**config.mk**
```make
export PLATFORM = sky130hd
export DESIGN_NAME = sle_ctrl
export DESIGN_NICKNAME = d
export VERILOG_FILES = /design/src/rtl/core/sle_pkg.sv /design/src/rtl/core/sle_ctrl.sv
export SDC_FILE = /design/constraint.sdc
export NUM_CORES = 1
export LEC_CHECK = 0
export ABC_AREA = 1
export BUFFER_PORTS_ARGS = -buffer_cell sky130_fd_sc_hd__buf_2
export CORE_AREA = 2 2 255 131
export DETAILED_ROUTE_END_ITERATION = 12
export DIE_AREA = 0 0 257 133
export PLACE_DENSITY = 0.61
export SLEW_MARGIN = 20
export SYNTH_ARGS = -nofsm -noshare
export SYNTH_HDL_FRONTEND = slang
export SYNTH_SLANG_ARGS = --single-unit
```
**constraint.sdc**
```tcl
create_clock -name clk_i -period 3.4 [get_ports clk_i]
set_input_delay 0.17 -clock clk_i [delete_from_list [all_inputs] [get_ports clk_i]]
set_output_delay 0.17 -clock clk_i [all_outputs]
set_load 0.03 [all_outputs]
```
**src/rtl/core/sle_pkg.sv**
```systemverilog
// Shared constants, codes and types of the sequential list engine.
package sle_pkg;

  localparam int unsigned DEPTH      = 128;
  localparam int unsigned DATA_WIDTH = 32;
  localparam int unsigned AW         = $clog2(DEPTH);
  localparam int unsigned CW         = $clog2(DEPTH + 1);

  localparam int unsigned CMD_W = 3;
  localparam int unsigned POS_W = 8;
  localparam int unsigned VAL_W = 32;
  localparam int unsigned ST_W  = 2;

  // common width for position and count compares
  localparam int unsigned CMP_W = ((CW > POS_W) ? CW : POS_W) + 1;

  localparam logic [CMD_W-1:0] CMD_GET    = 3'd0;
  localparam logic [CMD_W-1:0] CMD_LOCATE = 3'd1;
  localparam logic [CMD_W-1:0] CMD_INSERT = 3'd2;
  localparam logic [CMD_W-1:0] CMD_DELAT  = 3'd3;
  localparam logic [CMD_W-1:0] CMD_DELVAL = 3'd4;
  localparam logic [CMD_W-1:0] CMD_SORT   = 3'd5;
  localparam logic [CMD_W-1:0] CMD_CLEAR  = 3'd6;
  localparam logic [CMD_W-1:0] CMD_UNUSED = 3'd7;

  localparam logic [ST_W-1:0] ST_OK       = 2'd0;
  localparam logic [ST_W-1:0] ST_BAD_POS  = 2'd1;
  localparam logic [ST_W-1:0] ST_NOTFOUND = 2'd2;
  localparam logic [ST_W-1:0] ST_FULL     = 2'd3;

  typedef struct packed {
    logic [VAL_W-1:0] read_value;
    logic [POS_W-1:0] found_position;
    logic [ST_W-1:0]  status;
    logic [POS_W-1:0] list_length;
    logic             is_empty;
  } res_t;

  localparam int unsigned RES_BITS  = $bits(res_t);
  localparam int unsigned OUT_TDW   = ((RES_BITS + 7) / 8) * 8;
  localparam int unsigned IN_BITS   = POS_W + VAL_W;
  localparam int unsigned IN_TDW    = ((IN_BITS + 7) / 8) * 8;
  localparam int unsigned IN_TUW    = 8;

endpackage

```
**src/rtl/core/sle_ctrl.sv**
```systemverilog
// Command sequencer: streams the store through the RAM for search, shift and sort.
module sle_ctrl (
  input  logic                                clk_i,
  input  logic                                rst_ni,
  input  logic                                cmd_valid_i,
  output logic                                cmd_ready_o,
  input  logic [sle_pkg::CMD_W-1:0]           cmd_i,
  input  logic [sle_pkg::POS_W-1:0]           pos_i,
  input  logic [sle_pkg::VAL_W-1:0]           val_i,
  output logic                                res_valid_o,
  input  logic                                res_ready_i,
  output sle_pkg::res_t                       res_o,
  output logic                                ram_we_o,
  output logic [sle_pkg::AW-1:0]              ram_waddr_o,
  output logic [sle_pkg::DATA_WIDTH-1:0]      ram_wdata_o,
  output logic                                ram_re_o,
  output logic [sle_pkg::AW-1:0]              ram_raddr_o,
  input  logic [sle_pkg::DATA_WIDTH-1:0]      ram_rdata_i
);

  typedef enum logic [2:0] {S_IDLE, S_READ, S_STREAM, S_TAIL, S_DONE} state_e;

  localparam int unsigned DW = sle_pkg::DATA_WIDTH;
  localparam int unsigned AW = sle_pkg::AW;
  localparam int unsigned CW = sle_pkg::CW;
  localparam int unsigned XW = sle_pkg::CMP_W;

  state_e                    state_q, state_d;
  logic [sle_pkg::CMD_W-1:0] cmd_q, cmd_d;
  logic [AW-1:0]             pos0_q, pos0_d;   // zero-based position
  logic [DW-1:0]             val_q, val_d;
  logic [CW-1:0]             cnt_q, cnt_d;
  logic [AW-1:0]             rd_idx_q, rd_idx_d;
  logic [CW-1:0]             rd_left_q, rd_left_d;
  logic                      pv_q, pv_d;
  logic [AW-1:0]             pidx_q, pidx_d;
  logic [CW-1:0]             wp_q, wp_d;
  logic [DW-1:0]             carry_q, carry_d;
  logic                      swapped_q, swapped_d;
  logic [CW-1:0]             found_q, found_d;
  logic [sle_pkg::ST_W-1:0]  status_q, status_d;
  logic [DW-1:0]             rdval_q, rdval_d;

  logic [XW-1:0] posx, cntx;
  logic          issue;

  assign posx = XW'(pos_i);
  assign cntx = XW'(cnt_q);

  assign cmd_ready_o = (state_q == S_IDLE);
  assign res_valid_o = (state_q == S_DONE);

  always_comb begin
    res_o                = '0;
    res_o.read_value     = sle_pkg::VAL_W'($signed(rdval_q));
    res_o.found_position = sle_pkg::POS_W'(found_q);
    res_o.status         = status_q;
    res_o.list_length    = sle_pkg::POS_W'(cnt_q);
    res_o.is_empty       = (cnt_q == '0);
  end

  always_comb begin
    state_d   = state_q;
    cmd_d     = cmd_q;
    pos0_d    = pos0_q;
    val_d     = val_q;
    cnt_d     = cnt_q;
    rd_idx_d  = rd_idx_q;
    rd_left_d = rd_left_q;
    pv_d      = 1'b0;
    pidx_d    = rd_idx_q;
    wp_d      = wp_q;
    carry_d   = carry_q;
    swapped_d = swapped_q;
    found_d   = found_q;
    status_d  = status_q;
    rdval_d   = rdval_q;

    ram_we_o    = 1'b0;
    ram_waddr_o = '0;
    ram_wdata_o = '0;
    ram_re_o    = 1'b0;
    ram_raddr_o = rd_idx_q;

    issue = (state_q == S_STREAM) && (rd_left_q != '0) &&
            !((cmd_q == sle_pkg::CMD_LOCATE) && (found_q != '0));

    unique case (state_q)
      S_IDLE: begin
        if (cmd_valid_i) begin
          cmd_d     = cmd_i;
          pos0_d    = AW'(pos_i - 1'b1);
          val_d     = DW'(val_i);
          status_d  = sle_pkg::ST_OK;
          found_d   = '0;
          rdval_d   = '0;
          wp_d      = '0;
          swapped_d = 1'b0;
          rd_idx_d  = '0;
          rd_left_d = cnt_q;
          state_d   = S_DONE;
          unique case (cmd_i)
            sle_pkg::CMD_GET: begin
              if (posx >= XW'(1) && posx <= cntx) begin
                ram_re_o    = 1'b1;
                ram_raddr_o = AW'(pos_i - 1'b1);
                state_d     = S_READ;
              end else begin
                status_d = sle_pkg::ST_BAD_POS;
              end
            end
            sle_pkg::CMD_LOCATE, sle_pkg::CMD_DELVAL: begin
              state_d = S_STREAM;
            end
            sle_pkg::CMD_INSERT: begin
              if (cntx >= XW'(sle_pkg::DEPTH)) begin
                status_d = sle_pkg::ST_FULL;
              end else if (posx < XW'(1) || posx > cntx + XW'(1)) begin
                status_d = sle_pkg::ST_BAD_POS;
              end else begin
                // walk down from the last element to the insert slot
                rd_idx_d  = AW'(cnt_q - 1'b1);
                rd_left_d = CW'(cntx - posx + XW'(1));
                state_d   = S_STREAM;
              end
            end
            sle_pkg::CMD_DELAT: begin
              if (posx >= XW'(1) && posx <= cntx) begin
                rd_idx_d  = AW'(pos_i);
                rd_left_d = CW'(cntx - posx);
                state_d   = S_STREAM;
              end else begin
                status_d = sle_pkg::ST_BAD_POS;
              end
            end
            sle_pkg::CMD_SORT: begin
              if (cnt_q > CW'(1)) begin
                state_d = S_STREAM;
              end
            end
            sle_pkg::CMD_CLEAR: begin
              cnt_d = '0;
            end
            default: begin
            end
          endcase
        end
      end

      S_READ: begin
        rdval_d = ram_rdata_i;
        state_d = S_DONE;
      end

      S_STREAM: begin
        if (issue) begin
          ram_re_o  = 1'b1;
          pv_d      = 1'b1;
          pidx_d    = rd_idx_q;
          rd_left_d = rd_left_q - 1'b1;
          if (cmd_q == sle_pkg::CMD_INSERT) begin
            rd_idx_d = rd_idx_q - 1'b1;
          end else begin
            rd_idx_d = rd_idx_q + 1'b1;
          end
        end
        if (pv_q) begin
          unique case (cmd_q)
            sle_pkg::CMD_LOCATE: begin
              if (found_q == '0 && ram_rdata_i == val_q) begin
                found_d = CW'(pidx_q) + 1'b1;
              end
            end
            sle_pkg::CMD_DELVAL: begin
              // compaction: survivors go to the write pointer, which trails the reads
              if (ram_rdata_i != val_q) begin
                ram_we_o    = 1'b1;
                ram_waddr_o = AW'(wp_q);
                ram_wdata_o = ram_rdata_i;
                wp_d        = wp_q + 1'b1;
              end
            end
            sle_pkg::CMD_INSERT: begin
              ram_we_o    = 1'b1;
              ram_waddr_o = pidx_q + 1'b1;
              ram_wdata_o = ram_rdata_i;
            end
            sle_pkg::CMD_DELAT: begin
              ram_we_o    = 1'b1;
              ram_waddr_o = pidx_q - 1'b1;
              ram_wdata_o = ram_rdata_i;
            end
            default: begin
              // sort: one bubble pass, carry holds the running maximum
              if (pidx_q == '0) begin
                carry_d = ram_rdata_i;
              end else if ($signed(carry_q) > $signed(ram_rdata_i)) begin
                ram_we_o    = 1'b1;
                ram_waddr_o = pidx_q - 1'b1;
                ram_wdata_o = ram_rdata_i;
                swapped_d   = 1'b1;
              end else begin
                ram_we_o    = 1'b1;
                ram_waddr_o = pidx_q - 1'b1;
                ram_wdata_o = carry_q;
                carry_d     = ram_rdata_i;
              end
            end
          endcase
        end
        if (!issue && !pv_q) begin
          unique case (cmd_q)
            sle_pkg::CMD_LOCATE: begin
              if (found_q == '0) begin
                status_d = sle_pkg::ST_NOTFOUND;
              end
              state_d = S_DONE;
            end
            sle_pkg::CMD_DELVAL: begin
              if (wp_q == cnt_q) begin
                status_d = sle_pkg::ST_NOTFOUND;
              end
              cnt_d   = wp_q;
              state_d = S_DONE;
            end
            sle_pkg::CMD_DELAT: begin
              cnt_d   = cnt_q - 1'b1;
              state_d = S_DONE;
            end
            default: begin
              state_d = S_TAIL;
            end
          endcase
        end
      end

      S_TAIL: begin
        ram_we_o = 1'b1;
        if (cmd_q == sle_pkg::CMD_INSERT) begin
          ram_waddr_o = pos0_q;
          ram_wdata_o = val_q;
          cnt_d       = cnt_q + 1'b1;
          state_d     = S_DONE;
        end else begin
          ram_waddr_o = AW'(cnt_q - 1'b1);
          ram_wdata_o = carry_q;
          if (swapped_q) begin
            swapped_d = 1'b0;
            rd_idx_d  = '0;
            rd_left_d = cnt_q;
            state_d   = S_STREAM;
          end else begin
            state_d = S_DONE;
          end
        end
      end

      S_DONE: begin
        if (res_ready_i) begin
          state_d = S_IDLE;
        end
      end

      default: begin
        state_d = S_IDLE;
      end
    endcase
  end

  always_ff @(posedge clk_i or negedge rst_ni) begin
    if (!rst_ni) begin
      state_q   <= S_IDLE;
      cnt_q     <= '0;
      pv_q      <= 1'b0;
      swapped_q <= 1'b0;
      found_q   <= '0;
      status_q  <= sle_pkg::ST_OK;
      rd_left_q <= '0;
    end else begin
      state_q   <= state_d;
      cnt_q     <= cnt_d;
      pv_q      <= pv_d;
      swapped_q <= swapped_d;
      found_q   <= found_d;
      status_q  <= status_d;
      rd_left_q <= rd_left_d;
    end
  end

  always_ff @(posedge clk_i) begin
    cmd_q    <= cmd_d;
    pos0_q   <= pos0_d;
    val_q    <= val_d;
    rd_idx_q <= rd_idx_d;
    pidx_q   <= pidx_d;
    wp_q     <= wp_d;
    carry_q  <= carry_d;
    rdval_q  <= rdval_d;
  end

endmodule

```
==> impl_metrics.yaml, run 1 <==
run_status:
  status: "complete, no violations"
global_route:
  grt_pass1_wl_mm: 65.4
  grt_max_degree: 43
  grt_overflow: 0
  antenna_found_initial: 2
  grt_usage: 0.256
  grt_pass1_vias: 10400
synthesis:
  yosys.area.top_type: "edfxtp_1"
  yosysTopAreaCellShare: 0.329
  synth.distinct_cells: 50
  synth_edf_count: 121
  ys_async_sr_fraction: 0.195
  synth_warnings: 0
  syn_inst: 1376
  synth_nets: 1522
  ys_top_cells_by_area: "edfxtp_1 (33%), nand2_1 (11%), ha_1 (7.4%), dfrtp_1 (7.0%), nor2_1 (5.1%)"
  syn_avg_cell_area_sq_um: 8.03
  synth_seq_cells: 159
  synth_area_sq_mm: 0.0111
  yosys_most_used_dff: "edfxtp_1"
  seq_area_frac_synth: 0.411
power:
  ir_drop_mv: 0.542
  switching_power_mw: 6.46
  pwr-share-comb: 0.567
  power_leakage_nw: 6.48
  clkPwrFrac: 0.152
  p_seq_frac: 0.281
  switching_share: 0.513
  power_density_mw_per_mm2: 884
  internal_power_mw: 6.12
setup_path:
  cp_data_arrival_time_ns: 3.11
  cp.required_ns: 3.23
  end_kind: "output port"
  critical_path_class: "input pin to output port"
  cp_max_fo: 32
  reg2reg_to: "rd_left_q[1]"
  r2r_setup_slack_ns: 0.27
  start_kind: "input pin"
  reg2regPathDepth: 21
  regToRegStartpoint: "cnt_q[0]"
detailed_routing:
  wl_mm: 44.0
  vias: 11500
  antenna_left: 0
  viasPerCell: 5.46
  drt_first_pass_iters: 6
  drt-initial-drc-count: 1710
  wire_per_inst_um: 20.9
  drc: 0
timing:
  drv_slew: 0
  setup_ws_ns: 0.117
  skew_ns: 0.00918
  fmax_mhz: 305
  fin_crit_sh: 0.966
  hold_violations: 0
  finalSetupTns_ns: 0
  timing.slew.headroom: 0.393
  tightest_slew_ns: 0.911
  setup_viol: 0
  fin_crit_ns: 3.28
layout:
  final_area_sq_mm: 0.0142
  multi_input_area_sq_mm: 0.00585
  drive_gt1_frac: 0.211
  layout.cells.non_filler: 2104
  nFillCells: 3154
  seqCellArea_sq_mm: 0.00456
  areaGrowthSynthToFinish_pct: 28.7
  nets: 1794
clock_network:
  clockRootBuffer: "clkbuf_16"
  clock_path_buffers: 2
  clkTransAtPathRegs_ns: 0.07
  cts_sinks: 159
  cts_tree: "yes"
  numCtsBuffers: 17
  insertion_delay_ns: 0.45
  cts_max_level: 4
placement:
  gp_congestion: 1.01
  dp_cells: 1994
  pre_cts_ws_ns: 0.144
  placed_area_sq_mm: 0.0127
  io_buffer_count: 179
  dpl.hpwl_mm: 32.9
die:
  core-area_sq_mm: 0.0323
  die_w_um: 257
  start_util: 0.342
  row_count: 47
  fp.dieH_um: 133
  die_area_sq_mm: 0.0342
  io_pins: 180
job:
  max-cap-violations: 0
min_path:
  min_path_cells: 1
  whs_endpoint: "carry_q[10]"
  hp-start: "ram_rdata_i[10]"
  hold_class: "input pin to flip-flop"
critical path: stages:
cell	delay [ns]
dlygate4sd3_1	0.52
buf_2	0.14
inv_1	0.12
ha_1	0.32
nand2_1	0.07
inv_1	0.05
nand3_1	0.19
nor4_4	0.25
buf_4	0.18
nand4_1	0.23
buf_12	0.28
nand4_1	0.11
nand3_1	0.09
nand2_1	0.08
nand2_1	0.09
clkbuf_4	0.21
area by class of cell:
type / count / area share
Timing Repair Buffer: 300 / 0.148
Tap cell: 441 / 0.0388
Antenna cell: 2 / 0.000352
Clock buffer: 17 / 0.0299
Inverter: 156 / 0.0415
Sequential cell: 159 / 0.320
Clock inverter: 15 / 0.00994
Multi-Input combinational cell: 1014 / 0.411
logic make-up (layout without fill, tap and decap cells):
family,after synthesis,in the layout,share of synthesized area
buffers and inverters,203,488,0.0712
other,0,2,0
flip-flops,159,159,0.411
adder cells (fa/ha/maj),67,67,0.0772
multiplexers,5,5,0.00509
AND/OR/NAND/NOR,651,651,0.262
XOR/XNOR,51,51,0.0404
AO/OA/AOI/OAI,240,240,0.132
placed cells by master (no fill, tap or decap), types with 7 or more instances in the layout:
cell type and n:
clkinv_4 8, nand3_1 74, dlygate4sd3_1 66, nor4_1 7, clkbuf_16 17, nand2_1 310, inv_1 136, nand4_1 50
edfxtp_1 121, a21oi_1 77, or2_2 16, dfrtp_1 26, ha_1 59, o221ai_1 7, nor3_1 16, o21ai_0 50
xnor2_1 20, a22oi_1 45, inv_2 16, buf_4 57, o22ai_1 14, nor2_1 146, dfxtp_1 7, a211oi_1 24
nor2_4 8, xor2_1 31, buf_2 161
power groups by stage:
stage | registers (mW) | clock network [mW] | logic, mW
after floorplan | 3.77 | 0 | 4.00
after global placement | 3.53 | 0 | 6.69
after detailed placement | 3.53 | 0 | 6.70
after global routing | 3.59 | 2.01 | 7.69
final | 3.53 | 1.91 | 7.14
after CTS | 3.50 | 1.93 | 6.85
how the worst max path moves through the flow:
stage	end	startpoint	cells past startpoint
after detailed placement	rd_idx_q[1]	cnt_q[0]	17
final	ram_wdata_o[0]	ram_rdata_i[23]	16
after global placement	ram_raddr_o[2]	cnt_q[0]	14
after CTS	ram_wdata_o[12]	carry_q[31]	16
after global routing	ram_wdata_o[9]	carry_q[29]	15
after floorplan	rdval_q[0]	state_q[2]	5
synth_stat cells, types with 31 or more instances:
cell / n
a21oi_1: 78
a22oi_1: 45
clkbuf_1: 32
dfrtp_1: 31
edfxtp_1: 121
ha_1: 65
inv_1: 139
nand2_1: 313
nand3_1: 75
nand4_1: 50
nor2_1: 149
o21ai_0: 50
xor2_1: 31
sequential cells by signal, summed over array words and instances (netlist names):
name	flops
wp_q	8
pv_q	1
found_q	8
rdval_q	32
state_q	3
status_q	2
pidx_q	7
carry_q	32
swapped_q	1
pos0_q	7
cnt_q	8
val_q	32
rd_idx_q	7
cmd_q	3
rd_left_q	8
through the flow:
stage | util | power [mW] | hold slack (ns)
after floorplan | - | 7.77 | -0.126
after global placement | 0.392 | 10.2 | 0.328
after detailed placement | 0.392 | 10.2 | 0.336
after CTS | 0.434 | 12.3 | 0.000330
after global routing | 0.441 | 13.3 | 0.00188
final | 0.441 | 12.6 | 0.00171
per-layer routing:
layer / global-route usage / vias up / part of all wire
li1: - / 5277 / -
met1: 0.412 / 5433 / 0.48
met2: 0.326 / 727 / 0.38
met3: 0.0751 / 46 / 0.13
met4: 0.0517 / 0 / 0.013
met5: 0 / - / 0
repair_timing:
item	CTS	global route
setup endpoints to repair	40	55
buffers inserted	4	6
resized for setup	16	60
pin swaps	6	7
hold buffers	66	0
hold endpoints to repair	96	0
Power figures use the tool's default switching activity.
==> run 2, diff against run 1 <==
Settings changed: RECOVER_POWER set to 50.
==> impl_metrics.yaml, run 2 (same netlist as run 1, synthesis figures left out) <==
global_route:
  grt_usage: 0.256
  grt_pass1_wl_mm: 65.4
  antenna_found_initial: 2
  grt_pass1_vias: 10400
  grt_max_degree: 43
  grt_overflow: 0
power:
  total_power_mw: 12.5
  power_density_mw_per_mm2: 886
  power_leakage_nw: 6.21
  ir_drop_mv: 0.526
die:
  row_count: 47
  io_pins: 180
  die_area_sq_mm: 0.0342
  fp.dieH_um: 133
  die_w_um: 257
  start_util: 0.342
  core-area_sq_mm: 0.0323
setup_path:
  r2r_setup_slack_ns: 0.27
  critical_path_class: "flip-flop to output port"
  end_kind: "output port"
  cp_max_fo: 32
  cp.required_ns: 3.23
  start_kind: "flip-flop"
  cp_data_arrival_time_ns: 3.11
detailed_routing:
  wl_mm: 44.1
  antenna_left: 0
  viasPerCell: 5.48
  drt-initial-drc-count: 1540
  drt_first_pass_iters: 6
  vias: 11500
  drc: 0
  wire_per_inst_um: 20.9
job:
  max-cap-violations: 1
placement:
  gp_congestion: 1.01
  placed_area_sq_mm: 0.0127
  dpl.hpwl_mm: 32.9
  dp_cells: 1994
  io_buffer_count: 179
timing:
  skew_ns: 0.0102
  tightest_slew_ns: 2.18
  fmax_mhz: 304
  fin_crit_ns: 3.28
  timing.slew.headroom: -0.451
  hold_violations: 0
  setup_viol: 0
  drv_slew: 32
  finalSetupTns_ns: 0
  fin_crit_sh: 0.966
layout:
  drive_gt1_frac: 0.155
  top_regs: "carry_q (32), rdval_q (32), val_q (32)"
  seqCellArea_sq_mm: 0.00455
  multi_input_area_sq_mm: 0.00584
  final_area_sq_mm: 0.0141
  final_common_cell: "nand2_1"
  layout_common_cells: "nand2_1 (310), nor2_1 (146), inv_1 (138), edfxtp_1 (121), clkbuf_1 (89)"
  areaGrowthSynthToFinish_pct: 27.5
  layout.cells.non_filler: 2104
  nets: 1794
  nFillCells: 3194
clock_network:
  numCtsBuffers: 17
  insertion_delay_ns: 0.46
  cts_sinks: 159
  clkTransAtPathRegs_ns: 0.07
  clock_path_buffers: 2
  cts_tree: "yes"
  clockRootBuffer: "clkbuf_16"
  cts_max_level: 4
run_status:
  violations: "max-capacitance violations, max-slew violations"
  status: "finished with violations"
min_path:
  hold_class: "input pin to flip-flop"
[run 2: changes by cell type in the layout (fill, tap and decap cells not counted)]
cell	previous run	this run
inv_2	16	14
nor3_1	16	17
dfrtp_2	5	4
dfrtp_1	26	27
inv_1	136	138
nor3_4	1	0
clkbuf_1	0	89
buf_2	161	76
buf_4	57	53
[run 2: final cells by class]
cell class	count	area share
clock inverter	15	0.0100
timing repair buffer	300	0.141
multi-input combinational	1014	0.415
tap	441	0.0392
inverter	156	0.0419
sequential	159	0.323
antenna	2	0.000355
clock buffer	17	0.0302
[run 2: path summary, 6_finish.rpt]
path / from / endpoint / cells after the start
worst max-delay path: carry_q[29] / ram_wdata_o[1] / 14
worst min-delay path: res_ready_i / state_q[2] / 4
worst max register to register: cnt_q[0] / rd_left_q[1] / 21
worst min register to register: found_q[1] / found_q[1] / 2
max in group asynchronous: rst_ni / cnt_q[0] / 2
min in group asynchronous: rst_ni / found_q[3] / 2
[run 2: timing repair]
item | 4_1_cts | 5_1_grt
pin swaps | 6 | 7
endpoints found under the hold margin | 96 | 0
setup buffers | 4 | 6
hold buffers | 66 | 0
gates resized for setup | 16 | 60
cloned | 0 | 0
setup endpoints to repair | 40 | 55
[run 2: worst max-delay path, cell delays in order (launching register included)]
cell and delay (ns):
edfxtp_1 0.46, ha_4 0.31, nand2_1 0.08, nor2_2 0.16
nand4_1 0.10, buf_4 0.17, nor4_4 0.12, buf_4 0.18
nand4_1 0.23, buf_12 0.28, nand4_1 0.11, nand3_1 0.08
nand2_1 0.07, nand2_1 0.11, buf_2 0.21
[run 2: metrics by stage]
stage               utilization  hold slack (ns)  setup slack, ns
finish                    0.437           0.0459            0.115
detailed placement        0.392            0.336            0.144
global placement          0.392            0.328            0.276
global route              0.437           0.0524          -0.0359
floorplan                     -           -0.126          0.00541
CTS                       0.434         0.000330          0.00265
[run 2: layer usage]
layer  up-vias  routed length (um)  GRT usage
met5         -                   0          0
li1       5279                   -          -
met2       739               16500      0.326
met3        71                5660     0.0751
met1      5437               21200      0.412
met4         0                 736     0.0517
[run 2: power breakdown]
group | switching [mW] | total (mW) | internal [mW]
clock network | 0.899 | 1.91 | 1.01
registers | 0.636 | 3.54 | 2.90
logic | 4.92 | 7.03 | 2.12
==> run 3, diff against run 2 <==
--- a/constraint.sdc
+++ b/constraint.sdc
@@ -3,2 +3,2 @@
 set_output_delay 0.17 -clock clk_i [all_outputs]
-set_load 0.03 [all_outputs]
+set_load 0.005 [all_outputs]
==> impl_metrics.yaml, run 3 (same netlist as run 1, synthesis figures left out) <==
detailed_routing:
  wl_mm: 44.2
  met3_wirelength_mm: 5.05
  drt-initial-drc-count: 1492
  vias: 11500
  drc: 0
  topRoutingLayerUsed: "met4"
  antenna_left: 0
  drt-met1-wl_mm: 21.9
  drt_first_pass_iters: 5
  wire_per_inst_um: 21.0
  routed-wl-met2_mm: 16.3
  viasPerCell: 5.45
min_path:
  hold_class: "input pin to flip-flop"
  min_path_cells: 4
power:
  pwr-share-comb: 0.525
  power_density_mw_per_mm2: 825
  p_seq_frac: 0.300
  power_leakage_nw: 6.35
  switching_power_mw: 5.51
  clkPwrFrac: 0.175
  switching_share: 0.471
  ir_drop_mv: 0.462
  internal_power_mw: 6.18
  total_power_mw: 11.7
timing:
  skew_ns: 0.0122
  whs_ns: 0.0144
  timing.slew.headroom: -0.489
  fmax_mhz: 303
  hold_violations: 0
  fin_crit_sh: 0.971
  drv_slew: 32
  tightest_slew_ns: 2.23
  setup_ws_ns: 0.0976
  fin_crit_ns: 3.30
  setup_viol: 0
  finalSetupTns_ns: 0
clock_network:
  cts_sinks: 159
  clockRootBuffer: "clkbuf_16"
  cts_tree: "yes"
  clock_path_buffers: 2
  insertion_delay_ns: 0.45
  numCtsBuffers: 17
  clkTransAtPathRegs_ns: 0.07
  cts_max_level: 4
layout:
  layout_common_cells: "nand2_1 (303), nor2_1 (147), inv_1 (138), edfxtp_1 (121), buf_2 (115)"
  final_common_cell: "nand2_1"
  post-route-util: 0.438
  top_regs: "carry_q (32), rdval_q (32), val_q (32)"
  layout.cells.non_filler: 2109
  antenna_cells: 0
  nets: 1801
  final_area_sq_mm: 0.0142
  drive_gt1_frac: 0.170
  areaGrowthSynthToFinish_pct: 28.0
  nFillCells: 3229
setup_path:
  cp.required_ns: 3.23
  slowest_stage: "dlygate4sd3_1"
  end_kind: "output port"
  worstPathCellList: "dlygate4sd3_1 > buf_2 > inv_1 > ha_1 > nand2_1 > o21ai_0 > nand2_1 > a21oi_1 > nor2_2 > nand2_1 > nand2_2 > nand3_4 > buf_12 > nand2_1 > nand3_1 > nand2_1 > nand2_1 > buf_2"
  critical_path_buf_inv_count: 5
  cp_max_fo: 7
  critical_path_class: "input pin to output port"
  worst_path_largest_cell_delay_ns: 0.53
  reg2regPathDepth: 18
  crit_top_cell: "nand2_1"
  cp.depth: 18
  cp_data_arrival_time_ns: 3.13
  start_kind: "input pin"
  crit_family: "simple AND/OR/NAND/NOR gates"
placement:
  pre_cts_ws_ns: 0.304
  io_buffer_count: 179
  dpl.hpwl_mm: 33.1
  placed_area_sq_mm: 0.0127
  gp_congestion: 0.939
  dp_cells: 1998
die:
  fp.dieH_um: 133
  core-area_sq_mm: 0.0323
  io_pins: 180
  row_count: 47
  start_util: 0.342
  die_w_um: 257
  die_area_sq_mm: 0.0342
run_status:
  status: "finished with violations"
  violations: "max-capacitance violations, max-slew violations"
global_route:
  grt_usage: 0.252
  antenna_found_initial: 0
  grt_pass1_vias: 10400
  grt_max_degree: 43
  grt_overflow: 0
  grt_pass1_wl_mm: 64.9
job:
  max-cap-violations: 1
[run 3: cell count changes in the layout (fill, tap and decap cells not counted), sizes merged]
cell	previous run	this run
clkbuf	112	88
diode	2	0
clkinvlp	3	4
dlymetal6s4s	0	1
clkinv	12	7
bufinv	1	3
dlygate4sd3	66	65
buf	139	172
[run 3: power by group through the flow]
stage,sequential (mW),clock (mW),combinational [mW]
after floorplan,3.33,0,3.53
after global placement,3.52,0,5.80
after detailed placement,3.52,0,5.82
after CTS,3.48,2.05,5.93
after global routing,3.57,2.13,6.66
final,3.51,2.05,6.13
[run 3: worst reg2reg max path, stage by stage, from the launching register on]
cell and delay [ns]:
dfrtp_2 0.38, buf_4 0.16, ha_1 0.19, nand2_1 0.07, nor2_2 0.14, inv_1 0.05, nor2_1 0.12, xor2_1 0.22
ha_1 0.29, a21o_1 0.17, nand3_1 0.07, nand2_1 0.05, nor2_1 0.11, nand2_1 0.07, nand2_2 0.16, nand4_4 0.21
inv_4 0.18, a22oi_1 0.09, o21ai_0 0.17
[run 3: what timing repair did]
action / CTS / global route
endpoints found under the hold margin: 96 / 0
cloned: 0 / 2
endpoints found under the setup margin: 8 / 56
setup buffers: 2 / 9
pin swaps: 1 / 12
gates resized for setup: 3 / 49
hold buffers: 66 / 0
[run 3: final timing paths]
| kind | startpoint | end | slack (ns) |
|---|---|---|---|
| max in group asynchronous | rst_ni | cnt_q[0] | 1.04 |
| min reg2reg | found_q[4] | found_q[4] | 0.52 |
| min in group asynchronous | rst_ni | cnt_q[6] | 0.92 |
| max | ram_rdata_i[19] | ram_wdata_o[4] | 0.1 |
| min | res_ready_i | state_q[2] | 0.01 |
| max reg2reg | cnt_q[0] | rd_idx_q[4] | 0.31 |
[run 3: final cells by class]
cell class / instances / area, sq um / area share
tap: 441 / 552 / 0.0390
sequential: 159 / 4550 / 0.322
inverter: 156 / 591 / 0.0417
clock inverter: 13 / 164 / 0.0116
clock buffer: 19 / 433 / 0.0306
timing repair buffer: 307 / 2040 / 0.144
multi-input combinational: 1014 / 5830 / 0.412
[run 3: metal layers]
metal	GRT usage	up-vias
li1	-	5286
met1	0.408	5455
met2	0.311	679
met3	0.0759	68
met4	0.0643	0
met5	0	-
